File: src/hdl/compacting_array_store_macros.svh
// Assertion macros for the compacting array store RTL.
`ifndef COMPACTING_ARRAY_STORE_MACROS_SVH
`define COMPACTING_ARRAY_STORE_MACROS_SVH

// Same-cycle implication, checked on every rising edge outside reset.
`define CAS_ASSERT_NOW(label, ante, cons, msg) \
	label: assert property (@(posedge clk) disable iff (!arst_n) (ante) |-> (cons)) \
		else $error(msg);

// Next-cycle implication, checked on every rising edge outside reset.
`define CAS_ASSERT_NEXT(label, ante, cons, msg) \
	label: assert property (@(posedge clk) disable iff (!arst_n) (ante) |=> (cons)) \
		else $error(msg);

`endif

File: src/hdl/cas_pkg.sv
// Shared types and codes for the compacting array store.
`default_nettype none

package cas_pkg;

	// Command codes carried on the request tuser.
	localparam logic [2:0] CMD_APPEND    = 3'd0;
	localparam logic [2:0] CMD_DEL_INDEX = 3'd1;
	localparam logic [2:0] CMD_DEL_MATCH = 3'd2;
	localparam logic [2:0] CMD_READ      = 3'd3;
	localparam logic [2:0] CMD_FIND      = 3'd4;

	// Status codes carried on the response tuser.
	localparam logic [1:0] STAT_DONE = 2'd0;
	localparam logic [1:0] STAT_MISS = 2'd1;
	localparam logic [1:0] STAT_FULL = 2'd2;

	// Sequencer states.
	typedef enum logic [2:0] {
		S_IDLE,
		S_DECODE,
		S_READ_WAIT,
		S_SCAN,
		S_SHIFT,
		S_REPLY
	} cas_state_t;

	// Control strobes from the sequencer to the datapath.
	typedef struct packed {
		logic       idle;
		logic       wr_en;
		logic       wr_shift;
		logic       inc;
		logic       dec;
		logic       load_fval;
		logic       clr_fval;
		logic       load_out;
		logic [1:0] status;
	} cas_ctl_t;

endpackage

`default_nettype wire

File: src/hdl/cas_ctrl.sv
// Command sequencer: decodes a request, walks the store for scans and shifts.
`default_nettype none

module cas_ctrl #(
	parameter int DEPTH = 256,
	localparam int AW = $clog2(DEPTH),
	localparam int CW = $clog2(DEPTH + 1)
) (
	input  logic              clk,
	input  logic              arst_n,
	input  logic              start,
	input  logic [2:0]        cmd,
	input  logic [7:0]        pos,
	input  logic [CW-1:0]     count,
	input  logic              match,
	input  logic              out_busy,
	output cas_pkg::cas_ctl_t ctl,
	output logic [AW-1:0]     rd_addr,
	output logic [AW-1:0]     wr_addr,
	output logic [AW-1:0]     hit_idx
);
	import cas_pkg::*;

	localparam int PW = (CW > 8) ? CW : 8;

	cas_state_t    state_q, state_d;
	logic [CW-1:0] ptr_q;
	logic          pend_q;
	logic [AW-1:0] pend_idx_q;
	logic [AW-1:0] hit_q;
	logic [1:0]    status_q;

	logic pos_in;
	logic full;
	logic more;
	logic hit;
	logic walk_end;

	// Conditions shared by next-state, output and register logic.
	assign pos_in   = PW'(pos) < PW'(count);
	assign full     = count == CW'(DEPTH);
	assign more     = ptr_q < count;
	assign hit      = pend_q && match;
	assign walk_end = !more && !pend_q;
	assign hit_idx  = hit_q;

	// Next state.
	always_comb begin
		state_d = state_q;
		case (state_q)
			S_IDLE: begin
				if (start) state_d = S_DECODE;
			end
			S_DECODE: begin
				case (cmd)
					CMD_APPEND:    state_d = S_REPLY;
					CMD_DEL_INDEX: state_d = pos_in ? S_READ_WAIT : S_REPLY;
					CMD_READ:      state_d = pos_in ? S_READ_WAIT : S_REPLY;
					CMD_DEL_MATCH: state_d = S_SCAN;
					CMD_FIND:      state_d = S_SCAN;
					default:       state_d = S_REPLY;
				endcase
			end
			S_READ_WAIT: begin
				state_d = (cmd == CMD_DEL_INDEX) ? S_SHIFT : S_REPLY;
			end
			S_SCAN: begin
				if (hit) begin
					state_d = (cmd == CMD_DEL_MATCH) ? S_SHIFT : S_REPLY;
				end else if (walk_end) begin
					state_d = S_REPLY;
				end
			end
			S_SHIFT: begin
				if (walk_end) state_d = S_REPLY;
			end
			S_REPLY: begin
				if (!out_busy) state_d = S_IDLE;
			end
			default: state_d = S_IDLE;
		endcase
	end

	// Control strobes and memory addresses.
	always_comb begin
		ctl        = '0;
		ctl.idle   = state_q == S_IDLE;
		ctl.status = status_q;
		rd_addr    = ptr_q[AW-1:0];
		wr_addr    = (state_q == S_SHIFT) ? pend_idx_q : count[AW-1:0];
		case (state_q)
			S_DECODE: begin
				ctl.clr_fval = 1'b1;
				rd_addr      = AW'(pos);
				if (cmd == CMD_APPEND && !full) begin
					ctl.wr_en = 1'b1;
					ctl.inc   = 1'b1;
				end
			end
			S_READ_WAIT: ctl.load_fval = 1'b1;
			S_SCAN:      ctl.load_fval = hit;
			S_SHIFT: begin
				ctl.wr_en    = pend_q;
				ctl.wr_shift = 1'b1;
				ctl.dec      = walk_end;
			end
			S_REPLY: ctl.load_out = !out_busy;
			default: ;
		endcase
	end

	// State register.
	always_ff @(posedge clk or negedge arst_n) begin
		if (!arst_n) begin
			state_q <= S_IDLE;
		end else begin
			state_q <= state_d;
		end
	end

	// Walk pointer, pending compare or write, hit index and status.
	always_ff @(posedge clk or negedge arst_n) begin
		if (!arst_n) begin
			ptr_q      <= '0;
			pend_q     <= 1'b0;
			pend_idx_q <= '0;
			hit_q      <= '0;
			status_q   <= STAT_DONE;
		end else begin
			case (state_q)
				S_DECODE: begin
					ptr_q  <= '0;
					pend_q <= 1'b0;
					hit_q  <= '0;
					if (cmd == CMD_APPEND) begin
						status_q <= full ? STAT_FULL : STAT_DONE;
					end else begin
						status_q <= STAT_MISS;
					end
				end
				S_READ_WAIT: begin
					hit_q    <= AW'(pos);
					status_q <= STAT_DONE;
					ptr_q    <= CW'(pos) + CW'(1);
					pend_q   <= 1'b0;
				end
				S_SCAN: begin
					if (hit) begin
						hit_q    <= pend_idx_q;
						status_q <= STAT_DONE;
						ptr_q    <= CW'(pend_idx_q) + CW'(1);
						pend_q   <= 1'b0;
					end else begin
						pend_q <= more;
						if (more) begin
							pend_idx_q <= ptr_q[AW-1:0];
							ptr_q      <= ptr_q + CW'(1);
						end
					end
				end
				S_SHIFT: begin
					pend_q <= more;
					if (more) begin
						pend_idx_q <= ptr_q[AW-1:0] - AW'(1);
						ptr_q      <= ptr_q + CW'(1);
					end
				end
				default: ;
			endcase
		end
	end

endmodule

`default_nettype wire

File: config.mk
export PLATFORM = sky130hd
export DESIGN_NAME = cas_ctrl
export DESIGN_NICKNAME = d
export VERILOG_FILES = /design/src/hdl/compacting_array_store_macros.svh /design/src/hdl/cas_pkg.sv /design/src/hdl/cas_ctrl.sv
export SDC_FILE = /design/constraint.sdc
export NUM_CORES = 1
export LEC_CHECK = 0
export BUFFER_PORTS_ARGS = -buffer_cell sky130_fd_sc_hd__buf_4
export CORE_MARGIN = 2
export CORE_UTILIZATION = 50
export DETAILED_ROUTE_END_ITERATION = 12
export GPL_TIMING_DRIVEN = 0
export HOLD_SLACK_MARGIN = 0.05
export PLACE_DENSITY = 0.75
export SLEW_MARGIN = 20
export SYNTH_ARGS = -nofsm -noshare
export SYNTH_HDL_FRONTEND = slang
export SYNTH_SLANG_ARGS = --single-unit
export TNS_END_PERCENT = 20
File: constraint.sdc
create_clock -name clk -period 4.4 [get_ports clk]
set_input_delay 1.1 -clock clk [delete_from_list [all_inputs] [get_ports clk]]
set_output_delay 1.1 -clock clk [all_outputs]
set_load 0.03 [all_outputs]
# Yosys cells after proc, flatten, opt, wreduce, memory -nomap -nowiden
# Index checks and enable logic that the tools add are counted.
# word_totals
memories,0
out_inout_bits,34
mem_bits_ro,0
in_bits,25
latch_bits,0
ram_bits,0
word_cells,81
ff_bits,31
# classes
div,0
multipliers,0
shift,0
reduce_logical,19
muxes,34
addsub,4
n_eq_ne,16
bitwise_logic,0
order_cmp,2
# ops
op,n
8-bit 2-to-1 mux,6
9-bit one-hot mux with 4 select lines,1
8-bit one-hot mux with 3 select lines,1
8-bit by 1-bit adder with 9-bit output (second input constant),2
9-bit 2-to-1 mux,2
3-bit one-hot mux with 6 select lines,1
8-bit one-hot mux with 2 select lines,1
3-bit 2-to-1 mux,5
3-bit by 2-bit == test with 1-bit output (second input constant),4
2-bit != test (second input constant),6
9-bit by 1-bit adder with 9-bit output (second input constant),1
3-bit == test (second input constant),3
9-bit == test (second input constant),1
8-bit by 9-bit less-than comparator with 1-bit output,1
9-bit less-than comparator,1
1-bit 2-to-1 mux,9
8-bit by 1-bit subtractor with 8-bit output (second input constant),1
3-bit by 1-bit == test with 1-bit output (second input constant),2
3-bit zero test,2
2-bit 2-to-1 mux,3
2-bit one-hot mux with 3 select lines,1
3-bit one-hot mux with 2 select lines,1
3-bit nonzero test,2
2-bit OR reduction,3
8 further kinds,15

# Depth between registers and ports, before layout
# Gate-level depths: netlist of the first run.
# depth
word_depth,6
mapped_depth,10

# Least setup slack after synthesis of the first run
# No wires, ideal clock.
# synth_path
path_type,input-to-output
start,in count[8]
end,out ctl[5] (netlist name)
t_arrival_ns,2.713
t_required_ns,3.300
path_buffers,1
slack_ns,0.587
stages,7
cell_sequence,inv_1 > ha_1 > nand4_1 > nor3_1 > a211oi_1 > clkbuf_1 > nor3_1
# synth_rtl
element,line_no,source
from (decl),cas_ctrl.sv:14,"input logic [CW-1:0] count,"
to (decl),cas_ctrl.sv:17,"output cas_pkg::cas_ctl_t ctl,"

==> results.md, run 1 <==
* TritonCTS Buffers at 5
* Starting density of the core at 51.59%
* Total number of placement rows at 26
* Final routed wire length divided by cell count at 18.48 um
* Vias in the first global route at 2768
* Root buf cell: sky130_fd_sc_hd__clkbuf_8
* Clock net sink count at 31
* Synth warn at 0
* Number of diodes added for antenna fixing at 0
* Max Fanout on Critical Path at 10
* Initial antenna violation count at 0
* Utilization after layout at 64.48%
* Count of max-cap constraint violations at 0
* CTS Hold Buffers Added at 0
* GRT Residual Overflow at 0
* DIE HEIGHT at 76.60 um
* First-pass GRT wire length at 13970 um
* Setup slack after layout at 0.2518 ns
* Met3 global-route usage at 7.227%
* Unrepaired setup endpoints after global routing: no
* Start-to-end type of the worst setup path: primary input to primary output
* Final number of setup-violating endpoints at 0
* Count of pins over their slew limit at 0
* Remaining number of nets flagged by the antenna check after routing at 0
* Share of the yosys chip area belonging to registers at 29.44%
* Chain of cells forming the critical path: buf_4, inv_1, ha_1, a211oi_1, nor3_1, a211oi_4, clkbuf_1, nor3_1, buf_4
* Highest-count cells in the layout ignoring fill and taps: sky130_fd_sc_hd__buf_4 (58), sky130_fd_sc_hd__nand2_1 (33), sky130_fd_sc_hd__a21oi_1 (33)
* Clk network pwr share at 11.8%
* Syn_area_per_cell at 7.913 um2
* Iter 0 DRT Violations at 275
* Worst IR drop on VDD at 0.0004381 V
* Slew HR at 49.44%
* Number of levels the H-tree was split into at 2
* Worst Path Buf+Inv at 4
* Most common cell after layout, fill and taps aside: sky130_fd_sc_hd__buf_4
* Logic depth of the worst setup path including buffers at 9
* I/O pin cnt at 59
* Maximum count of clock buffers along a single path at 2
* Share of the clock period used by the worst path after layout at 94.28%
* Post-synth EDFFs at 0
* Port buffer count at 58
* Tmin final at 4.148 ns
* Worst setup SP type: primary input
* Die Width at 76.60 um
* Share of power burned in registers at 23.7%
* Global-route usage over all layers at 30.39%
* Number of setup buffers added after CTS at 0
* Critical Path Sink Type: primary output
* Hold Path Depth at 2
* Status: finished, final reports clean
* Worst Path Arrival at 3.05 ns
* Maximum operating frequency at 0.2411 GHz
* Syn Nets at 377
* Logic pwr share at 64.5%
* Placeable core region at 0.005107 mm2
* Proportion of synthesized flip-flops having asynchronous set or reset at 100.0%
* Met2 demand-to-capacity share in global routing at 46.28%
* Final Hold Fails at 0
* # resized after CTS at 1
* Crit path max-delay family: buffers and inverters
* Final routed wirelength across all metal layers at 8668 um
* Cells on worst reg2reg path at 8
* Area grow syn2layout at 24.98%
* Standby leakage power at 1.503 nW
* Count of nets after finishing at 442
* Number of remaining DRC errors at 0
* Met1 Track Usage GR at 41.26%
* Flip-flop and latch count after synthesis at 31
* Design Power at 0.002557 W
* Net switching power at 0.001343 W
* Detailed-router iteration count before antenna repair at 5
* Pin count of the biggest net entering global routing at 32
* Largest stage delay on the critical path at 0.42 ns
* Fraction of layout instances using a drive strength above 1 at 21.05%
* Total Die Area at 0.005867 mm2
* Min-delay worst type: register to register
* Switching Fraction at 52.52%
* Post-synthesis instance area at 0.002635 mm2
* Data required time of the critical path at 3.30 ns
* Top FF cell, synth: sky130_fd_sc_hd__dfrtp_1
* Routability congestion estimate from global placement at 0.9188
* Standard cell with the maximum stage delay on the critical path: sky130_fd_sc_hd__clkbuf_1
* Detailed-route via count at 2871
* Transition time of the tightest slew-check pin at 0.7584 ns
* Power per Cell Area at 776.6 mW/mm2
* Worst-case clock skew at 0.003219 ns
* Source-to-sink clock delay at the later pin of the worst-skew pair at 0.29 ns
* Yosys cell types at 51
* CTS tree: yes
* Clock transition at the registers of the reported paths at 0.07 ns
* Total internal power at 0.001214 W
* Cells after synthesis at 333
* DR vias/cell at 6.122
* Busiest layer in global routing: met2
* Final HPWL from detailed placement at 6364 um
* Pre-CTS WS at -0.05225 ns
==> registers in the layout, indices dropped and copies added, names as in the netlist <==
signal / cells
status_q: 2
state_q: 3
pend_q: 1
ptr_q: 9
pend_idx_q: 8
hit_idx: 8
==> Yosys cell counts (2+ instances only) <==
| cell | n | share of area (%) |
|---|---|---|
| sky130_fd_sc_hd__nand3_1 | 16 | 3.0 |
| sky130_fd_sc_hd__nor4_1 | 2 | 0.47 |
| sky130_fd_sc_hd__nand2_1 | 33 | 4.7 |
| sky130_fd_sc_hd__clkbuf_1 | 13 | 1.9 |
| sky130_fd_sc_hd__xor2_1 | 14 | 4.7 |
| sky130_fd_sc_hd__nor2b_1 | 3 | 0.71 |
| sky130_fd_sc_hd__inv_1 | 18 | 2.6 |
| sky130_fd_sc_hd__o22ai_1 | 5 | 1.2 |
| sky130_fd_sc_hd__buf_2 | 3 | 0.57 |
| sky130_fd_sc_hd__mux2_2 | 6 | 2.6 |
| sky130_fd_sc_hd__dfrtp_1 | 31 | 29 |
| sky130_fd_sc_hd__nand4_1 | 5 | 1.2 |
| sky130_fd_sc_hd__nor3_1 | 11 | 2.1 |
| sky130_fd_sc_hd__a21oi_1 | 33 | 6.3 |
| sky130_fd_sc_hd__o21ai_0 | 22 | 4.2 |
| sky130_fd_sc_hd__and3_1 | 7 | 1.7 |
| sky130_fd_sc_hd__o221ai_1 | 3 | 1.0 |
| sky130_fd_sc_hd__o31a_1 | 2 | 0.66 |
| sky130_fd_sc_hd__nand2b_1 | 5 | 1.2 |
| sky130_fd_sc_hd__a21o_1 | 3 | 0.85 |
| sky130_fd_sc_hd__a22oi_1 | 10 | 2.8 |
| sky130_fd_sc_hd__ha_1 | 19 | 9.0 |
| sky130_fd_sc_hd__xnor2_1 | 10 | 3.3 |
| sky130_fd_sc_hd__nor2_1 | 28 | 4.0 |
| sky130_fd_sc_hd__and4_1 | 2 | 0.66 |
| sky130_fd_sc_hd__a211oi_1 | 4 | 1.1 |
==> final timing paths <==
path,startpoint,endpoint,slack (ns)
max,count[2],ctl[5],0.25
max reg2reg,ptr_q[6]$_DFFE_PN0P_,ptr_q[6]$_DFFE_PN0P_,1.72
min reg2reg,status_q[1]$_DFFE_PN0P_,status_q[1]$_DFFE_PN0P_,0.53
max in group asynchronous,arst_n,pend_idx_q[0]$_DFFE_PN0P_,3.35
min in group asynchronous,arst_n,hit_idx[7]$_DFFE_PN0P_,0.74
min,status_q[1]$_DFFE_PN0P_,status_q[1]$_DFFE_PN0P_,0.53
==> per-layer routing <==
metal  share of wire [%]  vias up
li1                    -     1337
met1                  43     1337
met2                  45      174
met4                 2.6        0
met5                   0        -
met3                 9.0       23
==> stage by stage <==
stage,instance area [um2],hold slack (ns),instances,TNS (ns)
after floorplan,2635,0.5122,333,0
after detailed placement,3163,0.5145,461,-0.05225
final,3293,0.5282,469,0
after global routing,3293,0.5572,469,0
after global placement,3158,0.5049,461,-0.02845
after CTS,3286,0.5258,469,0
==> area by class of cell <==
class / instances / area, um2
Multi-Input combinational cell: 265 / 1727
Clock inverter: 2 / 35.03
Fill cell: 445 / 1814
Inverter: 20 / 75.07
Timing Repair Buffer: 58 / 435.4
Tap cell: 70 / 87.58
Sequential cell: 31 / 775.7
Clock buffer: 6 / 82.58
Buffer: 17 / 75.07
==> worst register-to-register path, cell delays in order (launching register included) <==
cell                       delay [ns]
sky130_fd_sc_hd__dfrtp_1         0.60
sky130_fd_sc_hd__ha_1            0.33
sky130_fd_sc_hd__a21oi_1         0.14
sky130_fd_sc_hd__o21ai_0         0.15
sky130_fd_sc_hd__a211oi_4        0.44
sky130_fd_sc_hd__clkbuf_1        0.42
sky130_fd_sc_hd__a31oi_1         0.15
sky130_fd_sc_hd__o21ai_0         0.17
sky130_fd_sc_hd__o311ai_0        0.14
==> power by group through the flow <==
| stage | combinational, W | clock (W) | sequential [W] |
|---|---|---|---|
| 4_1_cts | 0.00163 | 0.000304 | 0.000599 |
| 6_report | 0.00165 | 0.000301 | 0.000606 |
| 3_5_place_dp | 0.00162 | 0 | 0.000603 |
| 2_1_floorplan | 0.00105 | 0 | 0.000622 |
| 5_1_grt | 0.00178 | 0.000322 | 0.000616 |
| 3_3_place_gp | 0.00160 | 0 | 0.000598 |
==> kinds of logic (layout without fill, tap and decap cells) <==
kind of cell | Yosys count | count (layout) | share of synthesized area [%]
AO/OA/AOI/OAI | 97 | 97 | 23.08
XOR/XNOR | 24 | 24 | 7.977
adder cells (fa/ha/maj) | 19 | 19 | 9.022
buffers and inverters | 37 | 103 | 5.697
flip-flops | 31 | 31 | 29.44
multiplexers | 6 | 6 | 2.564
AND/OR/NAND/NOR | 119 | 119 | 22.22
Note: power is estimated with default switching activity, not from simulation.
==> run 2: changes to the inputs <==
--- a/config.mk
+++ b/config.mk
@@ -6,12 +6,14 @@
 export NUM_CORES = 1
 export LEC_CHECK = 0
 export BUFFER_PORTS_ARGS = -buffer_cell sky130_fd_sc_hd__buf_4
+export CELL_PAD_IN_SITES_DETAIL_PLACEMENT = 0
+export CELL_PAD_IN_SITES_GLOBAL_PLACEMENT = 1
 export CORE_MARGIN = 2
-export CORE_UTILIZATION = 50
+export CORE_UTILIZATION = 43
 export DETAILED_ROUTE_END_ITERATION = 12
 export GPL_TIMING_DRIVEN = 0
 export HOLD_SLACK_MARGIN = 0.05
-export PLACE_DENSITY = 0.75
+export PLACE_DENSITY_LB_ADDON = 0.1
 export SLEW_MARGIN = 20
 export SYNTH_ARGS = -nofsm -noshare
 export SYNTH_HDL_FRONTEND = slang
==> run 2 against run 1 <==
Net effect:
- wire length grew 2.0%
- setup slack lost 0.049 ns
- sequential cell count is the same
- maximum frequency shrank 1.2%
- hold slack lost 0.012 ns
- core utilization shrank 9.2 points
- final cell count grew 1.1%
- count of clock-buffer cells in the layout grew 2
- total power shrank 2.1%
- non-clock buffer count is the same
- critical path depth is the same
==> results.md, run 2 (synthesized netlist as in run 1, its figures left out) <==
* Logic pwr share at 65.8% (+1.3 points)
* Final HPWL from detailed placement at 6741 um (+5.9%)
* I/O pin cnt at 59 (unchanged)
* R2R Path Start: ptr_q[6]$_DFFE_PN0P_
* Detailed-router iteration count before antenna repair at 4 (-1)
* Maximum count of clock buffers along a single path at 2 (unchanged)
* Min-delay worst type: register to register
* Worst setup SP type: primary input
* Port buffer count at 58 (unchanged)
* Chain of cells forming the critical path: buf_4, inv_1, ha_1, a211oi_1, nor3_1, a211oi_2, clkbuf_1, nor3_1, buf_4
* Clock transition at the registers of the reported paths at 0.06 ns (about the same)
* Area grow syn2layout at 24.26%
* Final Hold Fails at 0 (unchanged)
* Root buf cell: sky130_fd_sc_hd__clkbuf_8
* Clk network pwr share at 10.3% (-1.5 points)
* Clock net sink count at 31 (unchanged)
* Share of power burned in registers at 23.9% (+0.2 points)
* Source-to-sink clock delay at the later pin of the worst-skew pair at 0.29 ns (about the same)
* Global-route usage over all layers at 27.89% (-2.5 points)
* Max Fanout on Critical Path at 10 (unchanged)
* Worst Path Arrival at 3.10 ns (+0.05 ns)
* Starting density of the core at 44.51% (-7.1 points)
* Net switching power at 0.001332 W (-0.86%)
* Number of setup buffers added after CTS at 0 (unchanged)
* Critical Path Sink Type: primary output
* Tmin final at 4.198 ns (+0.04946 ns)
* Standard cell with the maximum stage delay on the critical path: sky130_fd_sc_hd__a211oi_2
* DIE HEIGHT at 82.28 um (+7.4%)
* Count of max-cap constraint violations at 0 (unchanged)
* Reg with most FFs: ptr_q
* Share of the clock period used by the worst path after layout at 95.40% (+1.1 points)
* Minimum setup slack among reg-to-reg paths at 1.67 ns (-0.05 ns)
* DR vias/cell at 5.833 (-4.7%)
* Final number of setup-violating endpoints at 0 (unchanged)
* Most common cell after layout, fill and taps aside: sky130_fd_sc_hd__buf_4
* First-pass GRT wire length at 13940 um (-0.20%)
* Power per Cell Area at 764.6 mW/mm2 (-1.5%)
* Initial antenna violation count at 0 (unchanged)
* Status: finished, final reports clean
* Cells on worst reg2reg path at 8 (unchanged)
* Slew HR at 48.08% (-1.4 points)
* Design Power at 0.002504 W (-2.1%)
* CTS tree: yes
* Flip-flop count of the largest register after layout at 9 (unchanged)
* Final routed wire length divided by cell count at 18.66 um (+0.94%)
* Total number of placement rows at 28 (+7.7%)
* Detailed-route via count at 2765 (-3.7%)
* Pin count of the biggest net entering global routing at 32 (unchanged)
* Count of nets after finishing at 442 (unchanged)
* End of the worst register-to-register path: ptr_q[6]$_DFFE_PN0P_
* Total Die Area at 0.006770 mm2 (+15%)
* Iter 0 DRT Violations at 143 (-48%)
* Worst setup path startpoint: count[2]
* CTS Hold Buffers Added at 0 (unchanged)
* Total internal power at 0.001172 W (-3.5%)
* Number of diodes added for antenna fixing at 0 (unchanged)
* Largest stage delay on the critical path at 0.50 ns (+0.08 ns)
* Unrepaired setup endpoints after global routing: no
* Number of levels the H-tree was split into at 2 (unchanged)
* Worst-case clock skew at 0.01213 ns (+0.008910 ns)
* Final routed wirelength across all metal layers at 8843 um (+2.0%)
* Fraction of layout instances using a drive strength above 1 at 20.80% (-0.25 points)
* Standby leakage power at 1.491 nW (-0.85%)
* Remaining number of nets flagged by the antenna check after routing at 0 (unchanged)
* GRT Residual Overflow at 0 (unchanged)
* Count of pins over their slew limit at 0 (unchanged)
* Die Width at 82.28 um (+7.4%)
* Start-to-end type of the worst setup path: primary input to primary output
* TritonCTS Buffers at 5 (unchanged)
* Transition time of the tightest slew-check pin at 0.7788 ns (+0.02038 ns)
* Vias in the first global route at 2637 (-4.7%)
* Number of remaining DRC errors at 0 (unchanged)
* Maximum operating frequency at 0.2382 GHz (-1.2%)
* Hold slack at 0.5162 ns (-0.01205 ns)
* Worst IR drop on VDD at 0.0004280 V (-2.3%)
* Data required time of the critical path at 3.30 ns (about the same)
* Placeable core region at 0.005921 mm2 (+16%)
* Utilization after layout at 55.30% (-9.2 points)
* Routability congestion estimate from global placement at 0.9226 (+0.41%)
* Worst setup path endpoint: ctl[5]
* Accumulated negative setup slack at 0 ns (unchanged)
* Switching Fraction at 53.19% (+0.67 points)
* Highest-count cells in the layout ignoring fill and taps: sky130_fd_sc_hd__buf_4 (58), sky130_fd_sc_hd__nand2_1 (33), sky130_fd_sc_hd__a21oi_1 (33)
## run 2: cell types whose count changed in the layout (fill, tap and decap cells not counted)
cell,previous run,this run
sky130_fd_sc_hd__clkbuf_8,6,7
sky130_fd_sc_hd__clkbuf_1,13,14
sky130_fd_sc_hd__bufinv_16,1,0
sky130_fd_sc_hd__a211oi_4,1,0
sky130_fd_sc_hd__a211oi_2,0,1
sky130_fd_sc_hd__clkinv_2,1,0
## run 2: through the flow
stage               instance area, um2  worst slack [ns]  std cells
global placement                  3164          -0.07620        466
global route                      3274           0.09642        474
finish                            3274            0.2024        474
detailed placement                3169          -0.07101        466
CTS                               3274            0.2215        474
floorplan                         2635            0.5872        333
## run 2: what timing repair did
item,4_1_cts,5_1_grt
hold endpoints to repair,0,0
gates resized for setup,1,0
endpoints found under the setup margin,1,0
## run 2: cell type report
class	count	area (um2)
buffer	17	75.07
fill	598	2646
tap	75	93.84
clock buffer	8	100.1
multi-input combinational	265	1719
timing repair buffer	58	435.4
inverter	20	75.07
sequential	31	775.7
## run 2: power by group through the flow
| stage | Clock [W] | Combinational (W) | Sequential [W] |
|---|---|---|---|
| floorplan | 0 | 0.00105 | 0.000622 |
| global placement | 0 | 0.00162 | 0.000596 |
| detailed placement | 0 | 0.00163 | 0.000601 |
| CTS | 0.000260 | 0.00165 | 0.000596 |
| global route | 0.000274 | 0.00180 | 0.000617 |
| finish | 0.000257 | 0.00165 | 0.000599 |
## run 2: how the worst min path moves through the flow
stage	cells after the start	slack (ns)	end	from
global route	2	0.55	status_q[1]$_DFFE_PN0P_	status_q[1]$_DFFE_PN0P_
finish	2	0.52	status_q[0]$_DFFE_PN0P_	status_q[0]$_DFFE_PN0P_
floorplan	2	0.51	ptr_q[8]$_DFFE_PN0P_	ptr_q[8]$_DFFE_PN0P_
global placement	2	0.50	status_q[0]$_DFFE_PN0P_	status_q[0]$_DFFE_PN0P_
CTS	2	0.52	status_q[0]$_DFFE_PN0P_	status_q[0]$_DFFE_PN0P_
detailed placement	2	0.51	status_q[0]$_DFFE_PN0P_	status_q[0]$_DFFE_PN0P_
## run 2: critical path: cells and delay by family
family          cells  cell delay [ns]
compound gates      2             0.76
fa+ha+maj           1             0.26
buf+inv             4             0.79
simple gates        2             0.16
## run 2: layer usage
layer	vias up	global-route usage [%]	routed length, um
met5	-	0	0
li1	1334	-	-
met1	1295	36.92	3745
met3	14	5.000	840
met4	0	9.833	170
met2	122	45.56	4088
==> run 3: changes to the inputs <==
--- a/config.mk
+++ b/config.mk
@@ -5,11 +5,12 @@
 export SDC_FILE = /design/constraint.sdc
 export NUM_CORES = 1
 export LEC_CHECK = 0
+export ABC_AREA = 1
 export BUFFER_PORTS_ARGS = -buffer_cell sky130_fd_sc_hd__buf_4
 export CELL_PAD_IN_SITES_DETAIL_PLACEMENT = 0
 export CELL_PAD_IN_SITES_GLOBAL_PLACEMENT = 1
 export CORE_MARGIN = 2
-export CORE_UTILIZATION = 43
+export CORE_UTILIZATION = 42
 export DETAILED_ROUTE_END_ITERATION = 12
 export GPL_TIMING_DRIVEN = 0
 export HOLD_SLACK_MARGIN = 0.05
==> run 3 against run 2 <==
Net effect:
- synthesized cell count rose by 34%
- clock skew fell by 0.0042 ns
- largest power group unchanged
- combinational power fell by 9%
- sequential share of layout area fell by 1.6 points
- critical endpoint unchanged
- via count rose by 9.2%
- non-clock buffer count fell by 6
- clock power fell by 7.8%
==> results.md, run 3 <==
* Final Hold Fails at 0 (unchanged)
* Vias in the first global route at 2804 (+6.3%)
* Min-delay worst type: register to register
* Fraction of layout instances using a drive strength above 1 at 18.82% (-2.0 points)
* Placeable core region at 0.006719 mm2 (+13%)
* Syn Nets at 489 (+30%)
* Final routed wire length divided by cell count at 14.93 um (-20%)
* Cell area after placement at 0.003418 mm2 (+7.9%)
* Utilization after layout at 52.18% (-3.1 points)
* Most common cell after layout, fill and taps aside: sky130_fd_sc_hd__nand2_1
* Cells after synthesis at 445 (+34%)
* Status: finished, final reports clean
* Yosys top cell by area: sky130_fd_sc_hd__dfrtp_1
* Number of setup buffers added after CTS at 0 (unchanged)
* Count of nets after finishing at 554 (+25%)
* Total number of placement rows at 30 (+7.1%)
* Highest-count cells in the layout ignoring fill and taps: sky130_fd_sc_hd__nand2_1 (135), sky130_fd_sc_hd__buf_4 (60), sky130_fd_sc_hd__inv_1 (58)
* Pre-CTS WS at 0.7208 ns (+0.7918 ns)
* I/O pin cnt at 59 (unchanged)
* Clock transition at the registers of the reported paths at 0.07 ns (about the same)
* Number of diodes added for antenna fixing at 0 (unchanged)
* Minimum setup slack among reg-to-reg paths at 2.39 ns (+0.72 ns)
* Critical Path Sink Type: primary output
* Starting density of the core at 42.91% (-1.6 points)
* Most frequently used cell type in the post-synthesis netlist: sky130_fd_sc_hd__nand2_1
* Worst-case clock skew at 0.007912 ns (-0.004217 ns)
* Number of levels the H-tree was split into at 2 (unchanged)
* Detailed-route via count at 3020 (+9.2%)
* Largest stage delay on the critical path at 0.29 ns (-0.21 ns)
* # resized after CTS at 0 (-1)
* Filler Cells Inserted at 710 (+19%)
* Share of the yosys chip area belonging to registers at 26.91% (-2.5 points)
* Accumulated negative setup slack at 0 ns (unchanged)
* GRT Residual Overflow at 0 (unchanged)
* Worst setup SP type: primary input
* Initial antenna violation count at 0 (unchanged)
* Root buf cell: sky130_fd_sc_hd__clkbuf_8
* CTS tree: yes
* Routability congestion estimate from global placement at 0.8767 (-5.0%)
* Cell total after placement at 583 (+25%)
* Port buffer count at 58 (unchanged)
* Worst IR drop on VDD at 0.0002899 V (-32%)
* Transition time of the tightest slew-check pin at 0.4721 ns (-0.3067 ns)
* Maximum count of clock buffers along a single path at 2 (unchanged)
* Proportion of synthesized flip-flops having asynchronous set or reset at 100.0% (unchanged)
* Maximum operating frequency at 0.2745 GHz (+15%)
* Area grow syn2layout at 21.61%
* Top FF cell, synth: sky130_fd_sc_hd__dfrtp_1
* Share of the clock period used by the worst path after layout at 82.80% (-13 points)
* Start-to-end type of the worst setup path: primary input to primary output
* Standby leakage power at 1.875 nW (+26%)
* Slew HR at 68.29% (+20 points)
* Flip-flop count of the largest register after layout at 9 (unchanged)
* Yosys cell types at 36 (-29%)
* Iter 0 DRT Violations at 160 (+12%)
* Data required time of the critical path at 3.30 ns (about the same)
* DR vias/cell at 5.119 (-12%)
* Reg with most FFs: ptr_q
* Commonest cells in the synthesized netlist: sky130_fd_sc_hd__nand2_1 (135), sky130_fd_sc_hd__inv_1 (58), sky130_fd_sc_hd__nor2_1 (41)
* Power per Cell Area at 643.6 mW/mm2 (-16%)
* Synth warn at 0 (unchanged)
* Max Fanout on Critical Path at 5 (-5)
* Number of remaining DRC errors at 0 (unchanged)
* Detailed-router iteration count before antenna repair at 4 (unchanged)
* Summed area of non-filler cells in the final layout at 0.003506 mm2 (+7.1%)
* Unrepaired setup endpoints after global routing: no
* Setup slack after layout at 0.7568 ns (+0.5544 ns)
* Final routed wirelength across all metal layers at 8807 um (-0.41%)
* Die Width at 86.85 um (+5.5%)
* Global-route usage over all layers at 24.58% (-3.3 points)
* Pin count of the biggest net entering global routing at 32 (unchanged)
* Post-synthesis instance area at 0.002883 mm2 (+9.4%)
* Post-Layout Cell Count at 590 (+24%)
* Standard cell with the maximum stage delay on the critical path: sky130_fd_sc_hd__ha_1
* Final HPWL from detailed placement at 7019 um (+4.1%)
* Post-synth EDFFs at 0 (unchanged)
* Worst Path Arrival at 2.54 ns (-0.56 ns)
* Clock net sink count at 31 (unchanged)
* Tmin final at 3.643 ns (-0.5544 ns)
* Syn_area_per_cell at 6.478 um2 (-18%)
* DIE HEIGHT at 86.85 um (+5.5%)
* Fraction of synthesized cell area taken by the top area cell type at 26.91% (-2.5 points)
* Final number of setup-violating endpoints at 0 (unchanged)
* Flip-flop and latch count after synthesis at 31 (unchanged)
* First-pass GRT wire length at 14260 um (+2.3%)
* Count of pins over their slew limit at 0 (unchanged)
* Total Die Area at 0.007542 mm2 (+11%)
* Remaining number of nets flagged by the antenna check after routing at 0 (unchanged)
* CTS Hold Buffers Added at 0 (unchanged)
* Source-to-sink clock delay at the later pin of the worst-skew pair at 0.29 ns (about the same)
* Chain of cells forming the critical path: buf_4, inv_1, ha_1, nand2_1, nor2_1, nand3_1, nand3_2, nand3_1, inv_1, buf_4
* Count of max-cap constraint violations at 0 (unchanged)
* TritonCTS Buffers at 5 (unchanged)
* Cell types with the largest area share after synthesis: sky130_fd_sc_hd__dfrtp_1 (27%), sky130_fd_sc_hd__nand2_1 (18%), sky130_fd_sc_hd__ha_1 (8.2%)
[run 3: cells by family (layout without fill, tap and decap cells)]
group	Yosys count	in the layout	synth area share [%]
and+or+nand+nor	245	245	38.11
adders and majority gates	19	19	8.247
xor gates and xnor gates	10	10	3.038
DFF	31	31	26.91
AOI/OAI and AO/OA	64	64	12.93
buffers and inverters	76	141	10.76
[run 3: power by group]
group / internal [W] / switching (W) / total [W] / leakage, nW
combinational: 0.000512 / 0.000986 / 0.00150 / 1.43
sequential: 0.000401 / 0.000120 / 0.000521 / 0.398
clock: 0.000123 / 0.000114 / 0.000237 / 0.0470
[run 3: worst paths after layout]
check,start,to,depth (start not counted)
setup / recovery,count[8],ctl[5],10
hold / removal,status_q[1]$_DFFE_PN0P_,status_q[1]$_DFFE_PN0P_,2
setup reg to reg,ptr_q[6]$_DFFE_PN0P_,ptr_q[2]$_DFFE_PN0P_,9
hold reg to reg,status_q[1]$_DFFE_PN0P_,status_q[1]$_DFFE_PN0P_,2
max in group asynchronous,arst_n,pend_idx_q[2]$_DFFE_PN0P_,1
min in group asynchronous,arst_n,status_q[0]$_DFFE_PN0P_,1
[run 3: cell type report]
class | instances | area [um2] | share of cell area, %
Multi-Input combinational cell | 338 | 1797 | 51.25
Sequential cell | 31 | 775.7 | 22.13
Timing Repair Buffer | 58 | 435.4 | 12.42
Inverter | 65 | 244.0 | 6.959
Tap cell | 80 | 100.1 | 2.855
Clock buffer | 6 | 82.58 | 2.355
Buffer | 11 | 66.31 | 1.892
Clock inverter | 1 | 5.005 | 0.1428
[run 3: critical path, delay by kind of cell]
| kind | cells | cell delay [ns] |
|---|---|---|
| adder cells (fa/ha/maj) | 1 | 0.29 |
| buffers and inverters | 4 | 0.36 |
| AND/OR/NAND/NOR | 5 | 0.79 |
[run 3: metrics by stage]
step | power, W | hold slack [ns]
floorplan | 0.001549 | 0.4710
global placement | 0.002001 | 0.5020
detailed placement | 0.002018 | 0.4973
CTS | 0.002258 | 0.5139
global route | 0.002453 | 0.5339
finish | 0.002256 | 0.5211
[run 3: per-layer routing]
metal | GRT usage (%) | vias up | wire length (um)
met4 | 5.682 | 0 | 101
met1 | 36.10 | 1385 | 4238
met2 | 38.31 | 66 | 4063
met5 | 0 | - | 0
li1 | - | 1563 | -
met3 | 3.143 | 6 | 404
